$ cat config.mk
export PLATFORM = sky130hd
export DESIGN_NAME = counting_semaphore_fifo_unit_core
export DESIGN_NICKNAME = d
export VERILOG_FILES = /design/src/rtl/csfu_pkg.sv /design/src/rtl/csfu_ram.sv /design/src/rtl/csfu_datapath.sv /design/src/rtl/csfu_ctrl.sv /design/src/rtl/counting_semaphore_fifo_unit_core.sv
export SDC_FILE = /design/constraint.sdc
export NUM_CORES = 2
export LEC_CHECK = 0
export BUFFER_PORTS_ARGS = -buffer_cell sky130_fd_sc_hd__buf_2
export CORE_ASPECT_RATIO = 2
export CORE_MARGIN = 5
export CORE_UTILIZATION = 33
export CTS_CLUSTER_SIZE = 16
export DETAILED_ROUTE_END_ITERATION = 7
export PLACE_DENSITY = 0.52
export SETUP_SLACK_MARGIN = 0.05
export SYNTH_ARGS = -nofsm -noshare
export SYNTH_HDL_FRONTEND = slang
export SYNTH_SLANG_ARGS = --single-unit
export TNS_END_PERCENT = 20
$ cat constraint.sdc
create_clock -name clk -period 9.45 [get_ports clk]
set_clock_uncertainty 0.2 [all_clocks]
set_input_delay 0.4725 -clock clk [delete_from_list [all_inputs] [get_ports clk]]
set_output_delay 0.4725 -clock clk [all_outputs]
set_load 0.05 [all_outputs]
$ cat src/rtl/csfu_pkg.sv
// ----------------------------------------------------------------------------
// csfu_pkg
// Shared types for the counting semaphore unit: operation codes, controller
// states, the command and status bundles and the result word layout.
// ----------------------------------------------------------------------------
`default_nettype none

package csfu_pkg;

  localparam int PID_W   = 6;
  localparam int COUNT_W = 9;

  typedef enum logic [1:0] {
    OP_INIT = 2'd0,
    OP_ACQ  = 2'd1,
    OP_REL  = 2'd2,
    OP_NONE = 2'd3
  } op_t;

  typedef enum logic [7:0] {
    ST_CLR   = 8'b0000_0001,
    ST_IDLE  = 8'b0000_0010,
    ST_CHECK = 8'b0000_0100,
    ST_ICLR  = 8'b0000_1000,
    ST_SCAN  = 8'b0001_0000,
    ST_WREM  = 8'b0010_0000,
    ST_WADD  = 8'b0100_0000,
    ST_DONE  = 8'b1000_0000
  } state_t;

  typedef struct packed {
    logic take;
    logic sweep_all;
    logic sweep_sem;
    logic exec;
    logic scan;
    logic wrem;
    logic wadd;
    logic emit;
  } cmd_t;

  typedef struct packed {
    logic sem_ok;
    op_t  op;
    logic acq_scan;
    logic scan_done;
    logic swp_all_last;
    logic swp_sem_last;
    logic out_busy;
  } sts_t;

  typedef struct packed {
    logic                       not_holder;
    logic                       holders_full;
    logic                       queue_overflow;
    logic signed [COUNT_W-1:0]  new_count;
    logic [PID_W-1:0]           wake_proc;
    logic                       wake_valid;
    logic                       blocked;
    logic                       granted;
  } res_t;

endpackage

`default_nettype wire

$ cat src/rtl/csfu_ram.sv
// ----------------------------------------------------------------------------
// csfu_ram
// Generic memory: one write port, one read port with registered read data.
// ----------------------------------------------------------------------------
`default_nettype none

module csfu_ram #(
  parameter int WIDTH = 8,
  parameter int DEPTH = 16,
  localparam int AW = (DEPTH > 1) ? $clog2(DEPTH) : 1
) (
  input  wire logic             clk,
  input  wire logic             wr_en,
  input  wire logic [AW-1:0]    wr_addr,
  input  wire logic [WIDTH-1:0] wr_data,
  input  wire logic             rd_en,
  input  wire logic [AW-1:0]    rd_addr,
  output logic      [WIDTH-1:0] rd_data
);

  logic [WIDTH-1:0] mem [DEPTH];

  always_ff @(posedge clk) begin
    if (wr_en) begin
      mem[wr_addr] <= wr_data;
    end
    if (rd_en) begin
      rd_data <= mem[rd_addr];
    end
  end

endmodule

`default_nettype wire

$ cat src/rtl/csfu_datapath.sv
// ----------------------------------------------------------------------------
// csfu_datapath
// Counts, ring pointers, wait ring and holder table memories, holder scan
// and the result and output registers.
// ----------------------------------------------------------------------------
`default_nettype none

module csfu_datapath
  import csfu_pkg::*;
#(
  parameter int NUM_SEMS     = 8,
  parameter int QUEUE_DEPTH  = 16,
  parameter int HOLDER_SLOTS = 16,
  parameter int PROC_ID_BITS = 6
) (
  input  wire logic        clk,
  input  wire logic        rst_n,
  input  wire cmd_t        cmd,
  output sts_t             sts,
  input  wire logic [23:0] in_tdata,
  output logic             out_tvalid,
  input  wire logic        out_tready,
  output logic [23:0]      out_tdata
);

  localparam int SW     = (NUM_SEMS > 1) ? $clog2(NUM_SEMS) : 1;
  localparam int QW     = $clog2(QUEUE_DEPTH);
  localparam int HW     = (HOLDER_SLOTS > 1) ? $clog2(HOLDER_SLOTS) : 1;
  localparam int HCW    = $clog2(HOLDER_SLOTS + 1);
  localparam int HDEPTH = NUM_SEMS * HOLDER_SLOTS;
  localparam int HAW    = (HDEPTH > 1) ? $clog2(HDEPTH) : 1;
  localparam int RDEPTH = NUM_SEMS * QUEUE_DEPTH;
  localparam int RAW    = (RDEPTH > 1) ? $clog2(RDEPTH) : 1;
  localparam logic [PID_W-1:0] PID_MASK =
    (PROC_ID_BITS >= PID_W) ? {PID_W{1'b1}} : PID_W'((1 << PROC_ID_BITS) - 1);
  localparam logic signed [COUNT_W-1:0] QMIN = 9'sd0 - 9'(QUEUE_DEPTH);
  localparam logic signed [COUNT_W-1:0] CMAX = 9'sd255;

  op_t              op_r;
  logic [2:0]       sem_r;
  logic [PID_W-1:0] pid_r;
  logic [7:0]       ival_r;

  logic signed [COUNT_W-1:0] count_r [NUM_SEMS];
  logic [QW-1:0]             head_r  [NUM_SEMS];
  logic [QW-1:0]             tail_r  [NUM_SEMS];

  logic [HCW-1:0]  iss_r;
  logic            pend_r;
  logic [HW-1:0]   pslot_r;
  logic            fz_r, fm_r;
  logic [HW-1:0]   zidx_r, midx_r;
  logic [HAW-1:0]  swp_r;
  res_t            res_r;
  res_t            res_nxt;
  logic            out_valid_r;
  res_t            out_r;

  logic [SW-1:0]             sidx;
  logic                      sem_ok;
  logic signed [COUNT_W-1:0] cnt, dec_c, rel_c;
  logic                      grant, ovf, wake;
  logic [HAW-1:0]            hbase;
  logic [RAW-1:0]            rbase;
  logic [PID_W-1:0]          h_rdata, r_rdata, add_pid;
  logic                      issue;
  logic                      use_m, need_add, free;
  logic [HW-1:0]             add_slot;
  logic                      h_we;
  logic [HAW-1:0]            h_waddr;
  logic [PID_W-1:0]          h_wdata;

  function automatic logic [QW-1:0] ring_inc(input logic [QW-1:0] p);
    return (p == QW'(QUEUE_DEPTH - 1)) ? '0 : p + 1'b1;
  endfunction

  assign sidx   = SW'(sem_r);
  assign sem_ok = int'(sem_r) < NUM_SEMS;
  assign cnt    = count_r[sidx];
  assign dec_c  = cnt - 9'sd1;
  assign rel_c  = (cnt < CMAX) ? cnt + 9'sd1 : cnt;
  assign grant  = cnt > 9'sd0;
  assign ovf    = cnt <= QMIN;
  assign wake   = rel_c <= 9'sd0;
  assign hbase  = HAW'(int'(sidx) * HOLDER_SLOTS);
  assign rbase  = RAW'(int'(sidx) * QUEUE_DEPTH);
  assign issue  = cmd.scan && (iss_r != HCW'(HOLDER_SLOTS));

  // holder to record: the caller on acquire, the woken process on release
  always_comb begin
    use_m = fm_r && (!fz_r || (midx_r < zidx_r));
    if (op_r == OP_ACQ) begin
      add_pid  = pid_r;
      need_add = pid_r != '0;
      add_slot = zidx_r;
      free     = fz_r;
    end else begin
      add_pid  = r_rdata;
      need_add = res_r.wake_valid && (r_rdata != '0);
      add_slot = use_m ? midx_r : zidx_r;
      free     = fz_r || fm_r;
    end
  end

  always_comb begin
    h_we    = 1'b0;
    h_waddr = hbase;
    h_wdata = '0;
    priority if (cmd.sweep_all) begin
      h_we    = 1'b1;
      h_waddr = swp_r;
    end else if (cmd.sweep_sem) begin
      h_we    = 1'b1;
      h_waddr = hbase + swp_r;
    end else if (cmd.wrem) begin
      h_we    = fm_r;
      h_waddr = hbase + HAW'(midx_r);
    end else if (cmd.wadd) begin
      h_we    = need_add && free;
      h_waddr = hbase + HAW'(add_slot);
      h_wdata = add_pid;
    end
  end

  csfu_ram #(.WIDTH(PID_W), .DEPTH(HDEPTH)) u_holders (
    .clk     (clk),
    .wr_en   (h_we),
    .wr_addr (h_waddr),
    .wr_data (h_wdata),
    .rd_en   (issue),
    .rd_addr (hbase + HAW'(iss_r[HW-1:0])),
    .rd_data (h_rdata)
  );

  csfu_ram #(.WIDTH(PID_W), .DEPTH(RDEPTH)) u_ring (
    .clk     (clk),
    .wr_en   (cmd.exec && sem_ok && (op_r == OP_ACQ) && !grant && !ovf),
    .wr_addr (rbase + RAW'(tail_r[sidx])),
    .wr_data (pid_r),
    .rd_en   (cmd.exec && (op_r == OP_REL)),
    .rd_addr (rbase + RAW'(head_r[sidx])),
    .rd_data (r_rdata)
  );

  // item latch
  always_ff @(posedge clk) begin
    if (cmd.take) begin
      op_r   <= op_t'(in_tdata[1:0]);
      sem_r  <= in_tdata[4:2];
      pid_r  <= in_tdata[10:5] & PID_MASK;
      ival_r <= in_tdata[18:11];
    end
  end

  always_ff @(posedge clk) begin
    if (!rst_n) begin
      for (int i = 0; i < NUM_SEMS; i++) begin
        count_r[i] <= '0;
        head_r[i]  <= '0;
        tail_r[i]  <= '0;
      end
    end else if (cmd.exec && sem_ok) begin
      unique case (op_r)
        OP_INIT: begin
          count_r[sidx] <= {1'b0, ival_r};
          head_r[sidx]  <= '0;
          tail_r[sidx]  <= '0;
        end
        OP_ACQ: begin
          if (grant) begin
            count_r[sidx] <= dec_c;
          end else if (!ovf) begin
            count_r[sidx] <= dec_c;
            tail_r[sidx]  <= ring_inc(tail_r[sidx]);
          end
        end
        OP_REL: begin
          count_r[sidx] <= rel_c;
          if (wake) begin
            head_r[sidx] <= ring_inc(head_r[sidx]);
          end
        end
        default: ;
      endcase
    end
  end

  always_ff @(posedge clk) begin
    if (!rst_n) begin
      swp_r <= '0;
    end else if (cmd.sweep_all || cmd.sweep_sem) begin
      swp_r <= (sts.swp_all_last || (cmd.sweep_sem && sts.swp_sem_last)) ? '0 : swp_r + 1'b1;
    end
  end

  // holder scan: issue one read a cycle, compare the read data in the cycle after
  always_ff @(posedge clk) begin
    if (!rst_n) begin
      iss_r  <= '0;
      pend_r <= 1'b0;
      fz_r   <= 1'b0;
      fm_r   <= 1'b0;
    end else if (cmd.exec) begin
      iss_r  <= '0;
      pend_r <= 1'b0;
      fz_r   <= 1'b0;
      fm_r   <= 1'b0;
    end else begin
      pend_r <= issue;
      if (issue) begin
        iss_r   <= iss_r + 1'b1;
        pslot_r <= iss_r[HW-1:0];
      end
      if (pend_r) begin
        if (!fz_r && (h_rdata == '0)) begin
          fz_r   <= 1'b1;
          zidx_r <= pslot_r;
        end
        if (!fm_r && (pid_r != '0) && (h_rdata == pid_r)) begin
          fm_r   <= 1'b1;
          midx_r <= pslot_r;
        end
      end
    end
  end

  always_comb begin
    res_nxt = res_r;
    if (cmd.exec) begin
      res_nxt = '0;
      if (sem_ok) begin
        unique case (op_r)
          OP_INIT: res_nxt.new_count = {1'b0, ival_r};
          OP_ACQ: begin
            if (grant) begin
              res_nxt.granted   = 1'b1;
              res_nxt.new_count = dec_c;
            end else if (ovf) begin
              res_nxt.queue_overflow = 1'b1;
              res_nxt.new_count      = cnt;
            end else begin
              res_nxt.blocked   = 1'b1;
              res_nxt.new_count = dec_c;
            end
          end
          OP_REL: begin
            res_nxt.new_count  = rel_c;
            res_nxt.wake_valid = wake;
          end
          default: res_nxt.new_count = cnt;
        endcase
      end
    end else if (cmd.wrem) begin
      res_nxt.not_holder = !fm_r;
      if (res_r.wake_valid) begin
        res_nxt.wake_proc = r_rdata;
      end
    end else if (cmd.wadd) begin
      res_nxt.holders_full = need_add && !free;
    end
  end

  always_ff @(posedge clk) begin
    res_r <= res_nxt;
  end

  // output word register
  always_ff @(posedge clk) begin
    if (!rst_n) begin
      out_valid_r <= 1'b0;
    end else if (cmd.emit) begin
      out_valid_r <= 1'b1;
    end else if (out_tready) begin
      out_valid_r <= 1'b0;
    end
  end

  always_ff @(posedge clk) begin
    if (cmd.emit) begin
      out_r <= res_r;
    end
  end

  assign out_tvalid = out_valid_r;
  assign out_tdata  = {3'b000, out_r};

  always_comb begin
    sts.sem_ok       = sem_ok;
    sts.op           = op_r;
    sts.acq_scan     = grant && (pid_r != '0);
    sts.scan_done    = (iss_r == HCW'(HOLDER_SLOTS)) && !pend_r;
    sts.swp_all_last = swp_r == HAW'(HDEPTH - 1);
    sts.swp_sem_last = swp_r == HAW'(HOLDER_SLOTS - 1);
    sts.out_busy     = out_valid_r && !out_tready;
  end

endmodule

`default_nettype wire

$ cat src/rtl/csfu_ctrl.sv
// ----------------------------------------------------------------------------
// csfu_ctrl
// Sequencer: reset clear, item intake, holder scan, table writes and result
// hand-off.
// ----------------------------------------------------------------------------
`default_nettype none

module csfu_ctrl
  import csfu_pkg::*;
(
  input  wire logic clk,
  input  wire logic rst_n,
  input  wire logic in_tvalid,
  output logic      in_tready,
  input  wire sts_t sts,
  output cmd_t      cmd
);

  state_t state_r, state_nxt;

  always_ff @(posedge clk) begin
    if (!rst_n) begin
      state_r <= ST_CLR;
    end else begin
      state_r <= state_nxt;
    end
  end

  always_comb begin
    cmd       = '0;
    state_nxt = state_r;
    in_tready = 1'b0;
    unique case (state_r)
      ST_CLR: begin
        cmd.sweep_all = 1'b1;
        if (sts.swp_all_last) begin
          state_nxt = ST_IDLE;
        end
      end
      ST_IDLE: begin
        in_tready = 1'b1;
        cmd.take  = in_tvalid;
        if (in_tvalid) begin
          state_nxt = ST_CHECK;
        end
      end
      ST_CHECK: begin
        cmd.exec = 1'b1;
        priority if (!sts.sem_ok || sts.op == OP_NONE) begin
          state_nxt = ST_DONE;
        end else if (sts.op == OP_INIT) begin
          state_nxt = ST_ICLR;
        end else if (sts.op == OP_REL || sts.acq_scan) begin
          state_nxt = ST_SCAN;
        end else begin
          state_nxt = ST_DONE;
        end
      end
      ST_ICLR: begin
        cmd.sweep_sem = 1'b1;
        if (sts.swp_sem_last) begin
          state_nxt = ST_DONE;
        end
      end
      ST_SCAN: begin
        cmd.scan = 1'b1;
        if (sts.scan_done) begin
          state_nxt = (sts.op == OP_REL) ? ST_WREM : ST_WADD;
        end
      end
      ST_WREM: begin
        cmd.wrem  = 1'b1;
        state_nxt = ST_WADD;
      end
      ST_WADD: begin
        cmd.wadd  = 1'b1;
        state_nxt = ST_DONE;
      end
      ST_DONE: begin
        if (!sts.out_busy) begin
          cmd.emit  = 1'b1;
          state_nxt = ST_IDLE;
        end
      end
      default: state_nxt = ST_CLR;
    endcase
  end

`ifndef SYNTHESIS
  a_take_check: assert property (@(posedge clk) disable iff (!rst_n)
    cmd.take |=> state_r == ST_CHECK)
    else $error("accepted word did not move to check");

  a_scan_exit: assert property (@(posedge clk) disable iff (!rst_n)
    (state_r == ST_SCAN && sts.scan_done) |=> (state_r == ST_WREM || state_r == ST_WADD))
    else $error("scan did not lead to a holder write");

  a_emit_free: assert property (@(posedge clk) disable iff (!rst_n)
    cmd.emit |-> !sts.out_busy)
    else $error("result loaded over a waiting word");
`endif

endmodule

`default_nettype wire

$ cat src/rtl/counting_semaphore_fifo_unit_core.sv
// ----------------------------------------------------------------------------
// counting_semaphore_fifo_unit_core
// Bank of counting semaphores with FIFO wait rings and holder tables.
// ----------------------------------------------------------------------------
// One word in gives one result word out. Init clears the holder slots of its
// semaphore, one holder slot cleared per cycle. For a valid semaphore, an acquire
// granted to a nonzero process and any release go through the one-slot-per-cycle
// scan of the holder table memory; other words skip the holder table. After reset
// the whole holder memory of NUM_SEMS * HOLDER_SLOTS entries is cleared, during
// which in_tready stays low. A finished result waits in the output register
// while the next word is taken.
`default_nettype none

module counting_semaphore_fifo_unit_core
  import csfu_pkg::*;
#(
  parameter int NUM_SEMS     = 8,
  parameter int QUEUE_DEPTH  = 16,
  parameter int HOLDER_SLOTS = 16,
  parameter int PROC_ID_BITS = 6
) (
  input  wire logic        clk,
  input  wire logic        rst_n,
  input  wire logic        in_tvalid,
  output logic             in_tready,
  // [1:0] operation, [4:2] sem_id, [10:5] proc_id, [18:11] init_value
  input  wire logic [23:0] in_tdata,
  output logic             out_tvalid,
  input  wire logic        out_tready,
  // [0] granted, [1] blocked, [2] wake_valid, [8:3] wake_proc,
  // [17:9] new_count, [18] queue_overflow, [19] holders_full, [20] not_holder
  output logic [23:0]      out_tdata
);

  cmd_t cmd;
  sts_t sts;

  csfu_ctrl u_ctrl (
    .clk       (clk),
    .rst_n     (rst_n),
    .in_tvalid (in_tvalid),
    .in_tready (in_tready),
    .sts       (sts),
    .cmd       (cmd)
  );

  csfu_datapath #(
    .NUM_SEMS     (NUM_SEMS),
    .QUEUE_DEPTH  (QUEUE_DEPTH),
    .HOLDER_SLOTS (HOLDER_SLOTS),
    .PROC_ID_BITS (PROC_ID_BITS)
  ) u_dp (
    .clk        (clk),
    .rst_n      (rst_n),
    .cmd        (cmd),
    .sts        (sts),
    .in_tdata   (in_tdata),
    .out_tvalid (out_tvalid),
    .out_tready (out_tready),
    .out_tdata  (out_tdata)
  );

endmodule

`default_nettype wire
# After elaboration in Yosys (flattened, before gate mapping)
# Memory sizes are Yosys's and may differ from the RTL's. A register that Yosys moved wholly into a read port is not among the register bits.
# Cells that the tools add are included.
[op_classes]
n_addsub = 12
mul = 0
n_div = 0
n_lt_le_gt_ge = 5
n_eq_ne = 23
n_shift = 0
muxes = 93
bitwise = 9
reduce_logical = 46
[op_table]
columns = ["operator", "count"]
rows = [
  ["$mux 8", 8],
  ["$pmux 8 s8", 1],
  ["$mux 9", 7],
  ["$mux 1", 51],
  ["$mux 7", 6],
  ["$add 7x4->7", 5],
  ["$mux 4", 8],
  ["$mux 6", 5],
  ["$pmux 9 s3", 1],
  ["$mux 3", 6],
  ["$logic_and 1x1->1", 16],
  ["$reduce_bool 6->1", 2],
  ["$add 9x2->9 const B", 1],
  ["$gt 9x1->1 const B", 1],
  ["$le 9x1->1 const B", 1],
  ["$le 9x5->1 const B", 1],
  ["$lt 9x9->1 const B", 1],
  ["$reduce_or 9->1", 1],
  ["$sub 9x2->9 const B", 1],
  ["$add 4x1->4 const B", 2],
  ["$eq 4x4->1 const B", 2],
  ["$eq 8x1->1 const B", 1],
  ["$eq 8x2->1 const B", 1],
  ["$eq 8x3->1 const B", 1],
  ["31 further kinds", 58],
]
[totals]
ff_bits = 97
latchBits = 0
ramBits = 1672
romBits = 0
in_bits = 28
output_inout_bits = 26
word_cells = 223
memories = 5
[memory_table]
columns = ["name", "words", "width", "read_ports", "rd_ports_with_merged_regs", "wr", "line", "text"]
rows = [
  ["u_dp.u_holders.mem", 128, 6, 1, 1, 1, "csfu_ram.sv:21", "logic [WIDTH-1:0] mem [DEPTH];"],
  ["u_dp.u_ring.mem", 128, 6, 1, 1, 1, "csfu_ram.sv:21", ""],
  ["u_dp.count_r", 8, 9, 1, 1, 8, "csfu_datapath.sv:44", "logic signed [COUNT_W-1:0] count_r [NUM_SEMS];"],
  ["u_dp.head_r", 8, 4, 1, 1, 8, "csfu_datapath.sv:45", "logic [QW-1:0] head_r [NUM_SEMS];"],
  ["u_dp.tail_r", 8, 4, 1, 1, 8, "csfu_datapath.sv:46", "logic [QW-1:0] tail_r [NUM_SEMS];"],
]

# Longest topological paths before layout
[logic_depth]
word_depth = 11
ltp_mapped = 15
mapped_depth_nobuf = 10

# Modules after synthesis
# A second synthesis with hierarchy kept.
[hier_totals]
hier_cells = 3524
hier_area_um2 = 71622.4
[modules_own_cells]
columns = ["mod", "n_inst", "cells_each", "area_each_um2", "seq_area_each_um2"]
rows = [
  ["csfu_ram", 2, 1271, 29983.8, 23242.3],
  ["csfu_datapath", 1, 903, 11015.6, 6576.3],
  ["csfu_ctrl", 1, 79, 639.4, 160.2],
]

# Worst setup path before layout
# No wires, ideal clock.
[synth_path]
kind = "register to register"
start = "register u_dp.pid_r[4]"
end = "memory u_dp.u_holders.mem[0][4] (netlist name) (data pin)"
setup_ns = 0.889
arrival_ns = 5.408
required_ns = 8.361
slack_ns = 2.952
stages_incl_launch_ff = 3
n_path_buf = 0
synth_period_minus_slack_ns = 6.498
cell_sequence = "edfxtp_1 nand2_1 a21oi_1"
[synth_via]
elab_chain_len = 5
[synth_lines]
columns = ["item", "line", "text"]
rows = [
  ["start, declared", "csfu_datapath.sv:41", "logic [PID_W-1:0] pid_r;"],
  ["start signal, assigned", "csfu_datapath.sv:150", "pid_r <= in_tdata[10:5] & PID_MASK;"],
  ["$mux 6", "csfu_datapath.sv:92", "if (op_r == OP_ACQ) begin"],
  ["$mux 6", "csfu_datapath.sv:118", "end else if (cmd.wadd) begin"],
  ["$mux 6", "csfu_datapath.sv:115", "end else if (cmd.wrem) begin"],
  ["$mux 6", "csfu_datapath.sv:112", "end else if (cmd.sweep_sem) begin"],
  ["$mux 6", "csfu_datapath.sv:109", "priority if (cmd.sweep_all) begin"],
  ["named net u_dp.h_wdata[4]", "csfu_datapath.sv:71", "logic [PID_W-1:0] h_wdata;"],
  ["end, declared", "csfu_ram.sv:21", ""],
]
# The timed path passes the listed nets, and every way through them passes these cells.

==> reports/qor.csv <==
metric,value,unit
result_of_the_run,"finished, final reports clean",
final_cell_area,80500,um^2
max-cap-violations,0,
dieHeight,670,um
tritoncts,done,
clock-root-buffer,sky130_fd_sc_hd__clkbuf_16,
postRouteAntennaNets,0,
worstPathRequired,9.66,ns
worst_path_dominant_cell_family,simple AND/OR/NAND/NOR gates,
power.leakage,0.0230,uW
ys_types,75,
mappedNetlistArea,71800,um^2
timing_worst_slew_pin_value,1.29,ns
worst-setup-path-type,register to register,
floorplan.rows,242,
cts.sink_count,1784,
fmax,174,MHz
antenna_violations_before_repair,9,
first_pass_grt_wire_length,294000,um
die-area,228000,um^2
path_clk_slew,0.06,ns
slew_headroom,0.140,
power_density,211,nW/um^2
reg2reg_slack,3.69,ns
synth_seq_cells,1784,
grt_setup_unrepaired,false,
synthesis.yosys.warnings,0,
clock_insertion_delay_at_the_later_pin_of_the_skew_report,0.80,ns
floorplan.initialDensity,0.331,
vias,40007,
areaGrowthSynthToFinish,12.1,%
dpl.hpwl,137000,um
synthTopCellsByCount,"sky130_fd_sc_hd__edfxtp_1, sky130_fd_sc_hd__nand2_1, sky130_fd_sc_hd__nor2_1, sky130_fd_sc_hd__nand3_1, sky130_fd_sc_hd__mux4_2",
min_from,rst_n,
synth_top_cell_by_area,sky130_fd_sc_hd__edfxtp_1,
hold_class,input port to register,
holdPathStages,2,
first_global_vias,41857,
post-layout-total-power,17000,uW
cp_slowest_stage_delay,0.83,ns
htreeDepth,4,
time_the_worst_path_needs_with_i_o_delays_and_setup,5.76,ns
drt-pass1-iter-count,6,
finish.utilization,0.371,
clock_power_share,0.372,
postSynthCellCount,4658,
synth-edff-count,1749,
yosys.cell_count.top_type,sky130_fd_sc_hd__edfxtp_1,
number_of_drc_violations_after_detailed_routing,0,
critPathBufInv,1,
hold_viol,0,
critical_path_arrival,5.97,ns
via_per_inst,5.26,
r2r_cells,8,
setup-tns-final,0,ns
final_layout_size_suffix_gt1_frac,0.141,
ys_dominant_reg_cell,sky130_fd_sc_hd__edfxtp_1,
total_switching_power,4340,uW
worst_setup_path_end_kind,register,
floorplan.io_pins,54,
crit_path_top_delay_cell,sky130_fd_sc_hd__dfxtp_2,
synthesis.area_per_instance,15.4,um^2
combPwrFrac,0.106,
internal-power,12700,uW
maxSlewViolCount,0,
total_grt_usage,0.175,
grt_start_max_net_pins,137,
async_flop_share,0,
critical_path.reg2reg.endpoint,u_dp.u_ring.mem[82][0],
wl,205000,um
grt.overflow.total,0,
seq_power_share,0.522,
worstPathMaxFanout,25,
port_buffers,45,
gpl.final_weighted_congestion,0.869,
average_detailed_routed_wire_length_per_instance,27.0,um
most_used_cell_cp,sky130_fd_sc_hd__nor2_1,
critical_path_cell_list,buf_4 > nor2b_1 > o21ai_0 > o41ai_2 > nand4_1 > nor2_1 > nand2_2 > nor2_1,
leading_cell_types_by_total_area_after_synthesis,"sky130_fd_sc_hd__edfxtp_1, sky130_fd_sc_hd__mux4_2, sky130_fd_sc_hd__nand2_1, sky130_fd_sc_hd__nand3_1, sky130_fd_sc_hd__nor2_1",
coreArea,217000,um^2
nNetsFinal,4735,
post-synth-top-area-fraction,0.731,
ir_worst_vdd,0.289,mV
numCtsBuffers,161,
cts_buffer_depth,4,
detailed_place.area,75400,um^2
worstSetupStartpointType,register,
ys_seq_area_frac,0.741,
period_share,0.609,
setup_viol,0,
die_x,340,um
sw_frac_of_total,0.255,
detailedRoute.firstIterationViolations,3144,
worst_hold_path.endpoint,u_ctrl.state_r[0],
final cells by class:
cell class | count | area, um^2
diodes | 1 | 2.50
inverters | 19 | 78.8
clock inverters | 71 | 612
fillers | 20418 | 136000
repair buffers | 143 | 1100
flip-flops and latches | 1784 | 53200
clock buffers | 202 | 4300
well taps | 2806 | 3510
multi-input cells | 2586 | 17600
per-layer routing:
metal  vias to the layer above  part of all wire  global-route usage
met2                      1007              0.58               0.356
li1                      17901                 -                   -
met3                       413             0.032              0.0160
met4                         0             0.065              0.0975
met5                         -                 0                   0
met1                     20686              0.32               0.170
power by group through the flow:
stage	Combinational (uW)	Clock [uW]	Sequential (uW)
final	1810	6340	8880
after global routing	1910	6760	8890
after CTS	1840	6470	8880
after detailed placement	1830	0	9050
after floorplan	1020	0	9030
after global placement	1820	0	9040
worst register-to-register path: stages, from the launching register on:
cell and delay (ns):
sky130_fd_sc_hd__dfxtp_2 0.83, sky130_fd_sc_hd__buf_4 0.49, sky130_fd_sc_hd__nor2b_1 0.71, sky130_fd_sc_hd__o21ai_0 0.39, sky130_fd_sc_hd__o41ai_2 0.64, sky130_fd_sc_hd__nand4_1 0.27
sky130_fd_sc_hd__nor2_1 0.42, sky130_fd_sc_hd__nand2_2 0.66, sky130_fd_sc_hd__nor2_1 0.79
timing repair:
| item | CTS | global route |
|---|---|---|
| gates resized for setup | 0 | 0 |
| hold buffers | 21 | 0 |
| endpoints found under the hold margin | 27 | 0 |
| setup endpoints to repair | 0 | 0 |
| buffers inserted | 0 | 0 |
through the flow:
stage,setup slack (ns),instances,hold slack (ns)
2_1_floorplan,2.95,4660,0.200
3_3_place_gp,3.88,7317,0.211
3_5_place_dp,3.76,7317,0.211
4_1_cts,3.74,7611,0.0535
5_1_grt,3.57,7612,0.0974
6_report,3.69,7612,0.122
kinds of logic (layout without fill, tap and decap cells):
kind of cell | count (synthesis) | in the layout | synth area share
compound gates | 271 | 271 | 0.0247
xor+xnor | 28 | 28 | 0.00342
fa+ha+maj | 12 | 12 | 0.00220
buf+inv | 290 | 435 | 0.0162
flops | 1784 | 1784 | 0.741
mux | 322 | 322 | 0.0935
other cells | 1 | 4 | 0.0000522
simple gates | 1950 | 1950 | 0.119
flip-flops by register name, indices dropped and copies added (netlist names), named ones only:
register,flops
u_dp.u_holders.mem,768
u_dp.u_ring.mem,768
u_dp.count_r,72
u_dp.head_r,32
u_dp.tail_r,32
u_dp.out_tdata,21
u_dp.res_r,21
u_ctrl.state_r,8
u_dp.ival_r,8
u_dp.swp_r,7
u_dp.pid_r,6
u_dp.u_holders.rd_data,6
u_dp.u_ring.rd_data,6
u_dp.iss_r,5
u_dp.midx_r,4
u_dp.pslot_r,4
u_dp.zidx_r,4
u_dp.sem_r,3
u_dp.op_r,2
u_dp.fm_r,1
u_dp.fz_r,1
u_dp.out_tvalid,1
u_dp.pend_r,1
worst max path at each step:
stage	endpoint	slack, ns	cells past startpoint
floorplan	u_dp.u_holders.mem[0][4]	2.95	2
global placement	u_dp.u_ring.mem[60][1]	3.88	8
detailed placement	u_dp.u_ring.mem[44][5]	3.76	8
CTS	u_dp.u_ring.mem[44][4]	3.74	8
global route	u_dp.u_ring.mem[82][5]	3.57	10
finish	u_dp.u_ring.mem[82][0]	3.69	8
placed cells by master (no fill, tap or decap), types with 15 or more instances in the layout:
| cell | n |
|---|---|
| sky130_fd_sc_hd__nor2_1 | 332 |
| sky130_fd_sc_hd__nand2b_1 | 19 |
| sky130_fd_sc_hd__inv_1 | 17 |
| sky130_fd_sc_hd__nand2_1 | 904 |
| sky130_fd_sc_hd__nand4_1 | 121 |
| sky130_fd_sc_hd__a31oi_1 | 99 |
| sky130_fd_sc_hd__mux2i_1 | 31 |
| sky130_fd_sc_hd__nor3_1 | 161 |
| sky130_fd_sc_hd__nand3_1 | 324 |
| sky130_fd_sc_hd__a22oi_1 | 23 |
| sky130_fd_sc_hd__mux4_2 | 276 |
| sky130_fd_sc_hd__o21ai_0 | 23 |
| sky130_fd_sc_hd__xnor2_1 | 19 |
| sky130_fd_sc_hd__dfxtp_1 | 28 |
| sky130_fd_sc_hd__a21oi_1 | 29 |
| sky130_fd_sc_hd__clkinv_2 | 15 |
| sky130_fd_sc_hd__clkbuf_1 | 33 |
| sky130_fd_sc_hd__dlygate4sd3_1 | 21 |
| sky130_fd_sc_hd__clkinv_1 | 33 |
| sky130_fd_sc_hd__buf_2 | 45 |
| sky130_fd_sc_hd__clkbuf_16 | 164 |
| sky130_fd_sc_hd__buf_4 | 70 |
| sky130_fd_sc_hd__edfxtp_1 | 1749 |
No activity file was read; power rests on OpenSTA's default activity.
